### src/sv/cbbc_pkg.sv
// Package for the C source bracket balance checker.
// Holds result types, scan mode and kind codes, and character constants.
// No dependencies.
package cbbc_pkg;

    localparam int KIND_W  = 3;
    localparam int LINE_W  = 24;
    localparam int CHAR_W  = 8;
    localparam int CNT_W   = 16;

    // Result queue geometry: room for two end items in flight.
    localparam int MAX_RESULTS = 3;
    localparam int RQ_DEPTH    = 8;
    localparam int RQ_AW       = 3;
    localparam int RQ_CW       = 4;

    typedef enum logic [KIND_W-1:0] {
        KIND_CLOSE    = 3'd0,
        KIND_BRACES   = 3'd1,
        KIND_BRACKETS = 3'd2,
        KIND_PARENS   = 3'd3,
        KIND_BALANCED = 3'd4
    } t_kind;

    typedef enum logic [1:0] {
        MODE_CODE    = 2'd0,
        MODE_SLASH   = 2'd1,
        MODE_COMMENT = 2'd2,
        MODE_STAR    = 2'd3
    } t_scan_mode;

    localparam logic OP_BYTE = 1'b0;
    localparam logic OP_END  = 1'b1;

    localparam logic [CHAR_W-1:0] CH_LPAREN = 8'h28;
    localparam logic [CHAR_W-1:0] CH_RPAREN = 8'h29;
    localparam logic [CHAR_W-1:0] CH_LBRACK = 8'h5B;
    localparam logic [CHAR_W-1:0] CH_RBRACK = 8'h5D;
    localparam logic [CHAR_W-1:0] CH_LBRACE = 8'h7B;
    localparam logic [CHAR_W-1:0] CH_RBRACE = 8'h7D;
    localparam logic [CHAR_W-1:0] CH_BSLASH = 8'h5C;
    localparam logic [CHAR_W-1:0] CH_LF     = 8'h0A;
    localparam logic [CHAR_W-1:0] CH_DQUOTE = 8'h22;
    localparam logic [CHAR_W-1:0] CH_SQUOTE = 8'h27;
    localparam logic [CHAR_W-1:0] CH_SLASH  = 8'h2F;
    localparam logic [CHAR_W-1:0] CH_STAR   = 8'h2A;

    typedef struct packed {
        t_kind              kind;
        logic [LINE_W-1:0]  line_number;
        logic [CHAR_W-1:0]  close_char;
        logic [CNT_W-1:0]   open_count;
        logic               last;
    } t_result;

    // Results produced by one item, all written into the queue in the same cycle.
    typedef struct packed {
        logic [1:0]                    num;
        t_result [MAX_RESULTS-1:0]     res;
    } t_push;

endpackage

### src/sv/cbbc_scan.sv
// Scanner: input register, lexical state and bracket counters.
// Produces up to three result beats per item. Depends on cbbc_pkg.
module cbbc_scan #(
    parameter int LINE_BITS  = 24,
    parameter int COUNT_BITS = 16
) (
    input  logic                           i_clk,
    input  logic                           i_rst_n,
    input  logic                           i_valid,
    input  logic                           i_op,
    input  logic [cbbc_pkg::CHAR_W-1:0]    i_byte,
    input  logic [cbbc_pkg::RQ_CW-1:0]     i_level,
    output logic                           o_ready,
    output cbbc_pkg::t_push                o_push
);
    import cbbc_pkg::*;

    localparam logic [RQ_CW-1:0] RESERVE    = RQ_CW'(MAX_RESULTS);
    localparam logic [RQ_CW-1:0] ACCEPT_MAX = RQ_CW'(RQ_DEPTH - MAX_RESULTS);

    logic                   r_in_vld;
    logic                   r_op;
    logic [CHAR_W-1:0]      r_byte;

    t_scan_mode             r_mode, n_mode;
    logic                   r_in_quote, n_in_quote;
    logic                   r_quote_single, n_quote_single;
    logic                   r_skip, n_skip;
    logic [LINE_BITS-1:0]   r_line, n_line;
    logic [COUNT_BITS-1:0]  r_paren, n_paren;
    logic [COUNT_BITS-1:0]  r_bracket, n_bracket;
    logic [COUNT_BITS-1:0]  r_brace, n_brace;

    logic                   code_go;
    logic                   q_now;
    logic                   is_single;
    logic                   bad;
    logic [1:0]             idx;
    logic [LINE_BITS+LINE_W-1:0]  line_ext;
    logic [COUNT_BITS+CNT_W-1:0]  brace_ext, bracket_ext, paren_ext;

    // Leave room in the queue for the beat in flight plus this one.
    assign o_ready = ((i_level + (r_in_vld ? RESERVE : '0)) <= ACCEPT_MAX);

    assign line_ext    = {{LINE_W{1'b0}}, n_line};
    assign brace_ext   = {{CNT_W{1'b0}}, r_brace};
    assign bracket_ext = {{CNT_W{1'b0}}, r_bracket};
    assign paren_ext   = {{CNT_W{1'b0}}, r_paren};

    always_ff @(posedge i_clk) begin
        if (!i_rst_n) begin
            r_in_vld <= 1'b0;
        end else begin
            r_in_vld <= i_valid && o_ready;
        end
        if (i_valid && o_ready) begin
            r_op   <= i_op;
            r_byte <= i_byte;
        end
    end

    always_ff @(posedge i_clk) begin
        if (!i_rst_n) begin
            r_mode         <= MODE_CODE;
            r_in_quote     <= 1'b0;
            r_quote_single <= 1'b0;
            r_skip         <= 1'b0;
            r_line         <= LINE_BITS'(1);
            r_paren        <= '0;
            r_bracket      <= '0;
            r_brace        <= '0;
        end else begin
            r_mode         <= n_mode;
            r_in_quote     <= n_in_quote;
            r_quote_single <= n_quote_single;
            r_skip         <= n_skip;
            r_line         <= n_line;
            r_paren        <= n_paren;
            r_bracket      <= n_bracket;
            r_brace        <= n_brace;
        end
    end

    always_comb begin
        n_mode         = r_mode;
        n_in_quote     = r_in_quote;
        n_quote_single = r_quote_single;
        n_skip         = r_skip;
        n_line         = r_line;
        n_paren        = r_paren;
        n_bracket      = r_bracket;
        n_brace        = r_brace;
        code_go        = 1'b0;
        q_now          = r_in_quote;
        is_single      = (r_byte == CH_SQUOTE);
        bad            = 1'b0;
        idx            = '0;
        o_push         = '0;

        if (r_in_vld) begin
            if (r_op == OP_END) begin
                if (r_brace != '0) begin
                    o_push.res[idx].kind       = KIND_BRACES;
                    o_push.res[idx].open_count = brace_ext[CNT_W-1:0];
                    idx = idx + 2'd1;
                end
                if (r_bracket != '0) begin
                    o_push.res[idx].kind       = KIND_BRACKETS;
                    o_push.res[idx].open_count = bracket_ext[CNT_W-1:0];
                    idx = idx + 2'd1;
                end
                if (r_paren != '0) begin
                    o_push.res[idx].kind       = KIND_PARENS;
                    o_push.res[idx].open_count = paren_ext[CNT_W-1:0];
                    idx = idx + 2'd1;
                end
                if (idx == 2'd0) begin
                    o_push.res[0].kind = KIND_BALANCED;
                    o_push.res[0].last = 1'b1;
                    o_push.num         = 2'd1;
                end else begin
                    o_push.res[idx - 2'd1].last = 1'b1;
                    o_push.num                  = idx;
                end
                n_mode         = MODE_CODE;
                n_in_quote     = 1'b0;
                n_quote_single = 1'b0;
                n_skip         = 1'b0;
                n_line         = LINE_BITS'(1);
                n_paren        = '0;
                n_bracket      = '0;
                n_brace        = '0;
            end else if (r_skip) begin
                n_skip = 1'b0;
            end else begin
                if (r_byte == CH_LF && r_line != {LINE_BITS{1'b1}}) begin
                    n_line = r_line + LINE_BITS'(1);
                end
                if (r_mode == MODE_COMMENT || r_mode == MODE_STAR) begin
                    if (r_mode == MODE_STAR && r_byte == CH_SLASH) begin
                        n_mode = MODE_CODE;
                    end else begin
                        n_mode = (r_byte == CH_STAR) ? MODE_STAR : MODE_COMMENT;
                    end
                end else begin
                    code_go = 1'b1;
                    if (r_mode == MODE_SLASH) begin
                        n_mode = MODE_CODE;
                        if (r_byte == CH_STAR) begin
                            n_mode  = MODE_COMMENT;
                            code_go = 1'b0;
                        end
                    end
                end

                if (code_go) begin
                    if (r_byte == CH_BSLASH) begin
                        n_skip = 1'b1;
                    end else begin
                        if (r_byte == CH_DQUOTE || r_byte == CH_SQUOTE) begin
                            if (!r_in_quote) begin
                                q_now          = 1'b1;
                                n_quote_single = is_single;
                            end else if (is_single == r_quote_single) begin
                                q_now = 1'b0;
                            end
                        end
                        n_in_quote = q_now;
                        if (!q_now) begin
                            case (r_byte)
                                CH_SLASH: n_mode = MODE_SLASH;
                                CH_LPAREN: begin
                                    if (r_paren != {COUNT_BITS{1'b1}})
                                        n_paren = r_paren + COUNT_BITS'(1);
                                end
                                CH_LBRACK: begin
                                    if (r_bracket != {COUNT_BITS{1'b1}})
                                        n_bracket = r_bracket + COUNT_BITS'(1);
                                end
                                CH_LBRACE: begin
                                    if (r_brace != {COUNT_BITS{1'b1}})
                                        n_brace = r_brace + COUNT_BITS'(1);
                                end
                                CH_RBRACE: begin
                                    if (r_brace == '0) bad = 1'b1;
                                    else n_brace = r_brace - COUNT_BITS'(1);
                                end
                                CH_RBRACK: begin
                                    if (r_bracket == '0) bad = 1'b1;
                                    else n_bracket = r_bracket - COUNT_BITS'(1);
                                end
                                CH_RPAREN: begin
                                    if (r_paren == '0) bad = 1'b1;
                                    else n_paren = r_paren - COUNT_BITS'(1);
                                end
                                default: ;
                            endcase
                        end
                    end
                end

                if (bad) begin
                    o_push.num                 = 2'd1;
                    o_push.res[0].kind         = KIND_CLOSE;
                    o_push.res[0].line_number  = line_ext[LINE_W-1:0];
                    o_push.res[0].close_char   = r_byte;
                    o_push.res[0].last         = 1'b1;
                end
            end
        end
    end

endmodule

### config.mk
export PLATFORM = sky130hd
export DESIGN_NAME = cbbc_scan
export DESIGN_NICKNAME = d
export VERILOG_FILES = /design/src/sv/cbbc_pkg.sv /design/src/sv/cbbc_scan.sv
export SDC_FILE = /design/constraint.sdc
export NUM_CORES = 1
export LEC_CHECK = 0
export ABC_AREA = 0
export BUFFER_PORTS_ARGS = -buffer_cell sky130_fd_sc_hd__buf_2
export CORE_ASPECT_RATIO = 1.2
export CORE_UTILIZATION = 45
export CTS_CLUSTER_SIZE = 24
export DETAILED_ROUTE_END_ITERATION = 16
export GPL_TIMING_DRIVEN = 0
export PLACE_DENSITY = 0.69
export SYNTH_ARGS = -nofsm -noshare
export SYNTH_HDL_FRONTEND = slang
export SYNTH_SLANG_ARGS = --single-unit
export TNS_END_PERCENT = 30
### constraint.sdc
create_clock -name i_clk -period 4.15 [get_ports i_clk]
set_clock_uncertainty 0.2 [all_clocks]
set_input_delay 0.6225 -clock i_clk [delete_from_list [all_inputs] [get_ports i_clk]]
set_output_delay 0.6225 -clock i_clk [all_outputs]
set_load 0.005 [all_outputs]
==> results.json, run 1 <==
{
  "status": "finished, final reports clean",
  "die_h_um": 143,
  "dr.pass1.iters": 6,
  "async_flop_share_pct": 0,
  "ys_types": 70,
  "placed_cells": 1351,
  "switching_share_pct": 24.7,
  "regToRegEndpoint": "r_brace[14]",
  "synth_seq_cells": 87,
  "utilization_pct": 54.9,
  "final_cell_mix": "buf_2 (112), nor2_1 (99), a21oi_1 (95), dfxtp_1 (78), buf_4 (76)",
  "num_antenna_cells": 0,
  "drc": 0,
  "internal_power_mw": 1.43,
  "cts_tree": "built",
  "ys_warn_count": 0,
  "ir_drop_uv": 204,
  "grt_pass1_wl_mm": 34.9,
  "r2r_cells": 12,
  "worstHoldStart": "i_byte[3]",
  "power_density_nw_per_um2": 215,
  "clock_sink_count": 87,
  "setup_viol": 0,
  "grt_overflow": 0,
  "max_freq_mhz": 257,
  "pin_count": 175,
  "clk_pin_slew_ps": 60,
  "die-area_um2": 17000,
  "clk_path_buf_depth": 2,
  "instances_no_fill": 1371,
  "syn_inst": 966,
  "total_power_mw": 1.90,
  "ys_seq_area_share_pct": 24.7,
  "cts_max_level": 3,
  "min_period_over_period_pct": 93.7,
  "crit_fanout": 10,
  "place_congestion": 0.951,
  "placement.io_buffers": 106,
  "wirelength_mm": 22.3,
  "grt_pass1_vias": 6865,
  "hold_end": "r_byte[3]",
  "cts_root_buffer": "clkbuf_16",
  "ant_nets": 0,
  "reg2reg_from": "r_byte[6]",
  "start_util_pct": 45.9,
  "max_stage_delay_ps": 510,
  "hold_buffers": 0,
  "grt_max_degree": 17,
  "rows": 51,
  "cp_slowest_cell": "edfxtp_1",
  "p_seq_share_pct": 45.6,
  "grt.total_usage_pct": 26.0,
  "start_kind": "flop",
  "synth_ff_type": "dfxtp_1",
  "cp.required_ps": 3330,
  "final_common_cell": "buf_2",
  "finalNetCount": 1227,
  "hp-class": "primary input to flop",
  "syn_area_per_cell_um2": 7.67,
  "tightest_slew_ps": 681,
  "drive_above_1_share_pct": 19.5,
  "pwr-share-comb_pct": 9.8,
  "power.share.clock_pct": 44.6,
  "rsz0062_at_grt": "false",
  "numCtsBuffers": 9,
  "p_switching_mw": 0.470,
  "vias_per_cell": 5.56,
  "maxCapViolCount": 0,
  "die_x_um": 119,
  "maxSlewViolCount": 0,
  "fin_tns_setup_ps": 0,
  "r2r_setup_slack_ps": 260,
  "crit_chain": "nand2b_1 > o31a_1 > o31ai_4 > nand2_1 > nor3b_2 > nand2_2 > clkbuf_1 > nor2_1 > buf_2",
  "cp.arrival_ps": 3070,
  "cp-end-kind": "output port",
  "dr.first_iter.drc_count": 635,
  "min_period_ps": 3890,
  "vias": 7618,
  "hold_viol_final": 0,
  "p_leak_nw": 4.02,
  "coreArea_um2": 16100,
  "worstSetupPathType": "flop to output port",
  "clkLatencyLatePin_ps": 360,
  "fillers": 1600,
  "antenna_found_initial": 0,
  "relSlewSlack_pct": 54.6,
  "dp_hpwl_mm": 16.9,
  "syn_area_um2": 7410,
  "syn_to_final_growth_pct": 19.6,
  "holdPathStages": 1,
  "synth_edf_count": 9,
  "wl_per_cell_um": 16.3
}
-- power groups by stage --
| stage | logic [mW] | clock network [mW] | registers, mW |
|---|---|---|---|
| detailed placement | 0.181 | 0 | 0.885 |
| global route | 0.206 | 0.884 | 0.868 |
| finish | 0.187 | 0.849 | 0.868 |
| global placement | 0.179 | 0 | 0.885 |
| CTS | 0.182 | 0.854 | 0.867 |
| floorplan | 0.138 | 0 | 0.882 |
-- stage by stage --
stage	hold slack [ps]	area, um^2	setup WS [ps]
2_1_floorplan	245	7660	362
3_3_place_gp	268	8450	-450
3_5_place_dp	270	8450	-547
4_1_cts	241	8800	9.47
5_1_grt	246	8860	7.12
6_report	246	8860	261
-- cell families (layout without fill, tap and decap cells) --
kind of cell    after synthesis  in the layout  share of synthesized area (%)
other cells                   1             68                         0.0506
fa+ha+maj                    56             56                           9.97
flops                        87             87                           24.7
buf+inv                     136            262                           10.7
compound gates              237            237                           20.5
mux                           5              5                          0.676
simple gates                387            387                           26.6
xor+xnor                     57             57                           6.74
-- timing repair --
action                     in CTS  in global routing
gates resized for setup         7                  8
buffers inserted                2                  4
setup endpoints to repair      38                 56
cloned                          0                  0
-- sequential cells by signal, summed over array words and instances, names as in the netlist --
register,count
r_byte,8
r_op,1
r_line,24
r_mode,2
r_in_quote,1
r_quote_single,1
r_bracket,16
r_in_vld,1
r_paren,16
r_brace,16
r_skip,1
-- final cells by class --
cell class                 instances  area (um^2)  area share [%]
tap                              212          265            2.99
clock inverter                     4         52.6           0.593
inverter                          25          105            1.19
timing repair buffer             112          576            6.50
clock buffer                      11          253            2.85
multi-input combinational        810         5080            57.3
buffer                           110          701            7.91
sequential                        87         1830            20.7
-- cell usage after synthesis, types with 6 or more instances --
cell type	count	area share [%]
xnor2_1	31	3.7
a31oi_1	6	0.51
xor2_1	26	3.1
or3_1	20	1.7
or4_1	6	0.61
nor4_1	28	2.4
nand4_1	22	1.9
dfxtp_1	78	21
a22oi_1	13	1.3
nand2_1	72	3.6
and3_1	19	1.6
nor3_1	31	2.1
a211oi_1	7	0.71
buf_4	70	7.1
a21oi_1	95	6.4
and2_1	21	1.8
a22o_1	15	1.8
a21o_1	15	1.5
o21ai_0	38	2.6
clkbuf_1	33	1.7
o21bai_1	8	0.81
nor2_1	99	5.0
inv_1	24	1.2
nand3_1	39	2.6
buf_2	6	0.41
ha_1	51	8.6
edfxtp_1	9	3.6
-- how the worst max path moves through the flow --
| stage | start | endpoint | slack (ps) |
|---|---|---|---|
| 2_1_floorplan | r_byte[4] | r_paren[14] | 360 |
| 3_3_place_gp | r_byte[6] | r_paren[14] | -450 |
| 3_5_place_dp | r_byte[6] | r_paren[14] | -550 |
| 4_1_cts | r_brace[0] | o_push[41] | 9 |
| 5_1_grt | r_byte[6] | r_bracket[12] | 7 |
| 6_report | r_byte[3] | o_push[41] | 260 |
-- metal layers --
layer / track usage (%) / wire length (um) / share of wire, % / vias up
met2: 43.8 / 10700 / 48 / 299
met5: 0 / 0 / 0 / -
met4: 12.8 / 882 / 4.0 / 0
met3: 4.05 / 1410 / 6.3 / 71
li1: - / - / - / 3755
met1: 32.2 / 9380 / 42 / 3493
-- worst max-delay path: cells and delay by family (launching register included) --
family                 cells  cell delay [ps]
AOI/OAI and AO/OA          2              570
and+or+nand+nor            5             1240
buffers and inverters      2              400
DFF                        1              510
(Power assumes the default switching activity.)
==> run 2, diff against run 1 <==
Settings changed: GPL_TIMING_DRIVEN 0 to not set.
==> run 2 against run 1 <==
Effect of this change: the run now ends with setup timing left; power is 4.0% lower; wire length is 6.5% lower; non-clock buffer count is 87 lower; first-iteration DRC count is 35% lower; critical path type unchanged.
==> results.json, run 2 (same netlist as run 1, synthesis figures left out) <==
{
  "final_cell_mix": "buf_2 (106), nor2_1 (99), a21oi_1 (95), dfxtp_1 (78), nand2_1 (71)",
  "die_h_um": 143,
  "fin_area_um2": 8280,
  "rsz0062_at_grt": "true",
  "syn_to_final_growth_pct": 11.8,
  "violations": "setup timing",
  "vias": 7310,
  "coreArea_um2": 16100,
  "maxCapViolCount": 0,
  "whs_ps": 236,
  "worstSetupPathType": "flop to output port",
  "p_leak_nw": 3.68,
  "cp.arrival_ps": 3330,
  "crit_fanout": 13,
  "clkLatencyLatePin_ps": 360,
  "crit_chain": "nor4_1 > nand4_1 > fa_1 > o21ai_0 > a211oi_1 > buf_2",
  "drive_above_1_share_pct": 15.0,
  "fin_tns_setup_ps": -0.659,
  "maxSlewViolCount": 0,
  "relSlewSlack_pct": 40.5,
  "max_freq_mhz": 241,
  "placement.io_buffers": 106,
  "start_util_pct": 45.9,
  "ant_nets": 0,
  "vias_per_cell": 5.69,
  "dp_hpwl_mm": 15.8,
  "setup_viol": 1,
  "grt_max_degree": 36,
  "die_x_um": 119,
  "largest_reg_flops": 24,
  "max_stage_delay_ps": 820,
  "numCtsBuffers": 9,
  "wl_per_cell_um": 16.2,
  "num_antenna_cells": 0,
  "instances_no_fill": 1285,
  "hold_viol_final": 0,
  "place_congestion": 0.986,
  "die-area_um2": 17000,
  "placed_cells": 1269,
  "final_common_cell": "buf_2",
  "top_register": "r_line",
  "wirelength_mm": 20.9,
  "status": "finished with violations",
  "min_period_ps": 4150,
  "dr.pass1.iters": 7,
  "clock_sink_count": 87,
  "clk_path_buf_depth": 2,
  "tightest_slew_ps": 891,
  "pin_count": 175,
  "antenna_found_initial": 0,
  "cts_max_level": 3,
  "cts_tree": "built",
  "setup_ws_ps": -0.659,
  "hold_buffers": 0,
  "cts_root_buffer": "clkbuf_16",
  "cp.required_ps": 3330,
  "finalNetCount": 1140,
  "drc": 0,
  "cp-end-kind": "output port",
  "grt_overflow": 0,
  "grt_pass1_wl_mm": 32.4,
  "min_period_over_period_pct": 100,
  "rows": 51,
  "start_kind": "flop",
  "power_density_nw_per_um2": 220,
  "grt.total_usage_pct": 24.1,
  "dr.first_iter.drc_count": 412,
  "postPlaceCellArea_um2": 7970,
  "ir_drop_uv": 194,
  "cp_slowest_cell": "fa_1",
  "hp-class": "primary input to flop",
  "clk_pin_slew_ps": 70,
  "grt_pass1_vias": 6367
}
[run 2: changes by cell type in the layout (fill, tap and decap cells not counted), sizes merged]
cell	previous run	this run
buf	190	135
bufinv	1	0
clkbuf	43	11
clkinv	3	1
clkinvlp	3	2
inv	22	27
[run 2: where the power goes]
part | switching [mW] | total (mW) | internal, mW
Sequential | 0.0101 | 0.866 | 0.856
Clock | 0.380 | 0.833 | 0.453
Combinational | 0.0923 | 0.127 | 0.0343
[run 2: what timing repair did]
action,CTS,global route
resized for setup,0,3
buffers inserted,0,0
endpoints found under the setup margin,0,28
[run 2: per-stage QoR]
stage	util [%]	power (mW)	setup WS, ps
floorplan	-	1.02	362
global placement	49.4	1.01	420
detailed placement	49.4	1.01	314
CTS	51.2	1.84	94.8
global route	51.3	1.88	-68.8
finish	51.3	1.83	-0.659
[run 2: critical path, delay by kind of cell (launching register included)]
| kind | cells | cell delay [ps] |
|---|---|---|
| buffers and inverters | 1 | 190 |
| adders and majority gates | 1 | 820 |
| and+or+nand+nor | 2 | 1130 |
| DFF | 1 | 400 |
| AOI/OAI and AO/OA | 2 | 440 |
[run 2: per-layer routing]
layer | GRT usage [%] | vias up | part of all wire, %
met5 | 0 | - | 0
met4 | 12.1 | 0 | 4.2
met3 | 3.77 | 60 | 5.6
met2 | 39.9 | 254 | 47
met1 | 30.4 | 3407 | 43
li1 | - | 3589 | -
[run 2: path summary, 6_finish.rpt]
path | from | end | slack, ps | depth (start not counted)
hold / removal | i_byte[6] | r_byte[6] | 240 | 1
setup / recovery | r_paren[2] | o_push[49] | -0.7 | 6
setup reg to reg | r_byte[1] | r_brace[14] | 280 | 13
hold reg to reg | r_quote_single | r_quote_single | 280 | 2
[run 2: final cells by class]
| class | instances | area [um^2] |
|---|---|---|
| fill | 1614 | 7860 |
| multi-input combinational | 810 | 5040 |
| sequential | 87 | 1830 |
| timing repair buffer | 135 | 748 |
| tap | 212 | 265 |
| clock buffer | 11 | 254 |
| inverter | 25 | 97.6 |
| clock inverter | 5 | 45.0 |
==> run 3, diff against run 2 <==
Settings changed: ABC_AREA 0 to 1, PLACE_DENSITY 0.69 to 0.67.
==> run 3 against run 2 <==
Effect of this change: the run now ends clean; setup slack gained 240 ps; die area up 22%; core utilization down 1.4 points; synthesized cell count rose by 60%; cell count rose by 48%; largest power group unchanged; area after synthesis grew 23%; critical path depth is 5 higher; cell area grew 19%; clock power is 2% higher; non-clock buffer count shrank 19; critical path type unchanged; sequential share of layout area is 3.5 points lower; sequential cell count did not move.
==> results.json, run 3 <==
{
  "yosys.cell_count.top_type": "nand2_1",
  "relSlewSlack_pct": 46.5,
  "syn_area_um2": 9080,
  "synth_ff_type": "dfxtp_1",
  "route.met3.wl_mm": 2.07,
  "grt_overflow": 0,
  "cp.arrival_ps": 3080,
  "power_density_nw_per_um2": 192,
  "cts_root_buffer": "clkbuf_16",
  "top_register": "r_line",
  "synth_commonest_cells": "nand2_1 (462), nor2_1 (237), inv_1 (177)",
  "placed_cells": 1880,
  "crit_fanout": 24,
  "die_x_um": 132,
  "cts.repair.resized": 0,
  "hold_viol_final": 0,
  "placement.io_buffers": 106,
  "clkLatencyLatePin_ps": 360,
  "wl_per_cell_um": 15.0,
  "final_common_cell": "nand2_1",
  "max_stage_delay_ps": 650,
  "grt_max_degree": 48,
  "numCtsBuffers": 9,
  "start_util_pct": 46.1,
  "ys_top_cells_by_area": "nand2_1 (19%), dfxtp_1 (17%), nor2_1 (9.8%)",
  "dp_hpwl_mm": 21.9,
  "cp-end-kind": "output port",
  "clk_path_buf_depth": 2,
  "die-area_um2": 20800,
  "synth_top_cell_area_share_pct": 19.1,
  "ys_warn_count": 0,
  "finalNetCount": 1702,
  "wl_met1_mm": 12.5,
  "yosys.area.top_type": "nand2_1",
  "vias_per_cell": 5.21,
  "hold_buffers": 0,
  "die_h_um": 158,
  "cts_setup_buffers": 0,
  "worstSetupPathType": "flop to output port",
  "async_flop_share_pct": 0,
  "wirelength_mm": 28.4,
  "place_congestion": 0.976,
  "fin_tns_setup_ps": 0,
  "clk_pin_slew_ps": 70,
  "ir_drop_uv": 162,
  "p_leak_nw": 4.74,
  "cp_slowest_cell": "inv_1",
  "hp-class": "primary input to flop",
  "start_kind": "flop",
  "highest-signal-layer": "met4",
  "dr.pass1.iters": 7,
  "crit_top_cell": "nand2_1",
  "syn_inst": 1545,
  "grt.total_usage_pct": 27.0,
  "grt_pass1_vias": 8832,
  "min_period_over_period_pct": 94.1,
  "min_period_ps": 3910,
  "largest_reg_flops": 24,
  "synth_seq_cells": 87,
  "drive_above_1_share_pct": 10.8,
  "instances_no_fill": 1896,
  "final_cell_mix": "nand2_1 (462), nor2_1 (237), inv_1 (177), nand3_1 (107), buf_2 (106)",
  "grt_pass1_wl_mm": 44.6,
  "dr.first_iter.drc_count": 830,
  "coreArea_um2": 19700,
  "cts_max_level": 3,
  "setup_viol": 0,
  "syn_area_per_cell_um2": 5.88,
  "dr_wl_met2_mm": 13.1,
  "r2r_setup_slack_ps": 1020,
  "num_antenna_cells": 0,
  "rows": 56,
  "tightest_slew_ps": 801,
  "vias": 9885,
  "antenna_found_initial": 0,
  "drc": 0,
  "ys_types": 44,
  "ant_nets": 0,
  "ys_seq_area_share_pct": 20.2,
  "pin_count": 175,
  "maxSlewViolCount": 0,
  "max_freq_mhz": 256,
  "maxCapViolCount": 0,
  "clock_sink_count": 87,
  "cp.required_ps": 3330,
  "status": "finished, final reports clean",
  "syn_to_final_growth_pct": 8.25,
  "cts_tree": "built",
  "crit_chain": "nor2_1 > nand2_1 > nor2_1 > nand2_1 > inv_1 > ha_1 > nand2_1 > inv_1 > a211oi_1 > a211oi_1 > buf_2",
  "synth_edf_count": 9,
  "rsz0062_at_grt": "false"
}
run 3: cell count changes after synthesis, sizes merged, moves of 25 or more:
cell,before,now
nand3,39,112
inv,24,185
nor2,99,252
xor2,26,1
nor4,28,1
nand2,72,477
run 3: routing by layer:
| layer | GRT usage (%) | up-vias |
|---|---|---|
| li1 | - | 4979 |
| met1 | 34.6 | 4442 |
| met2 | 45.4 | 412 |
| met3 | 3.71 | 52 |
| met4 | 11.5 | 0 |
| met5 | 0 | - |
run 3: where the power goes:
part / leakage [nW] / total [mW] / switching, mW / internal (mW)
logic: 3.89 / 0.166 / 0.128 / 0.0381
clock network: 0.143 / 0.851 / 0.380 / 0.471
registers: 0.712 / 0.869 / 0.0124 / 0.857
run 3: worst paths after layout:
kind | start | cells past startpoint | endpoint
max | r_bracket[12] | 11 | o_push[2]
min | i_byte[0] | 1 | r_byte[0]
max reg2reg | r_byte[1] | 15 | r_bracket[14]
min reg2reg | r_quote_single | 2 | r_quote_single
run 3: cell type report:
type	count	area (um^2)
multi-input combinational	1230	6070
tap	261	327
timing repair buffer	116	606
sequential	87	1830
clock buffer	10	229
inverter	186	698
clock inverter	6	68.8
fill	2110	9860
run 3: critical path, delay by kind of cell (launching register included):
kind | cells | cell delay [ps]
buffers and inverters | 3 | 980
AND/OR/NAND/NOR | 5 | 790
AO/OA/AOI/OAI | 2 | 420
flip-flops | 1 | 380
adder cells (fa/ha/maj) | 1 | 150
run 3: cells by family (layout without fill, tap and decap cells):
| logic type | after synthesis | in the layout | synth area share (%) |
|---|---|---|---|
| adders and majority gates | 56 | 56 | 8.13 |
| buffers and inverters | 295 | 318 | 15.7 |
| AOI/OAI and AO/OA | 173 | 173 | 10.9 |
| xor gates and xnor gates | 19 | 19 | 1.83 |
| DFF | 87 | 87 | 20.2 |
| other | 1 | 68 | 0.0413 |
| and+or+nand+nor | 914 | 914 | 43.2 |
run 3: per-stage QoR:
step,power (mW),hold slack [ps],setup slack (ps),instance area [um^2],util (%)
after global placement,1.05,238,667,9540,48.4
after CTS,1.90,229,286,9830,49.9
after detailed placement,1.05,266,691,9540,48.4
final,1.89,236,243,9830,49.9
after floorplan,1.05,223,1110,9340,-
after global routing,1.94,236,22.2,9830,49.9
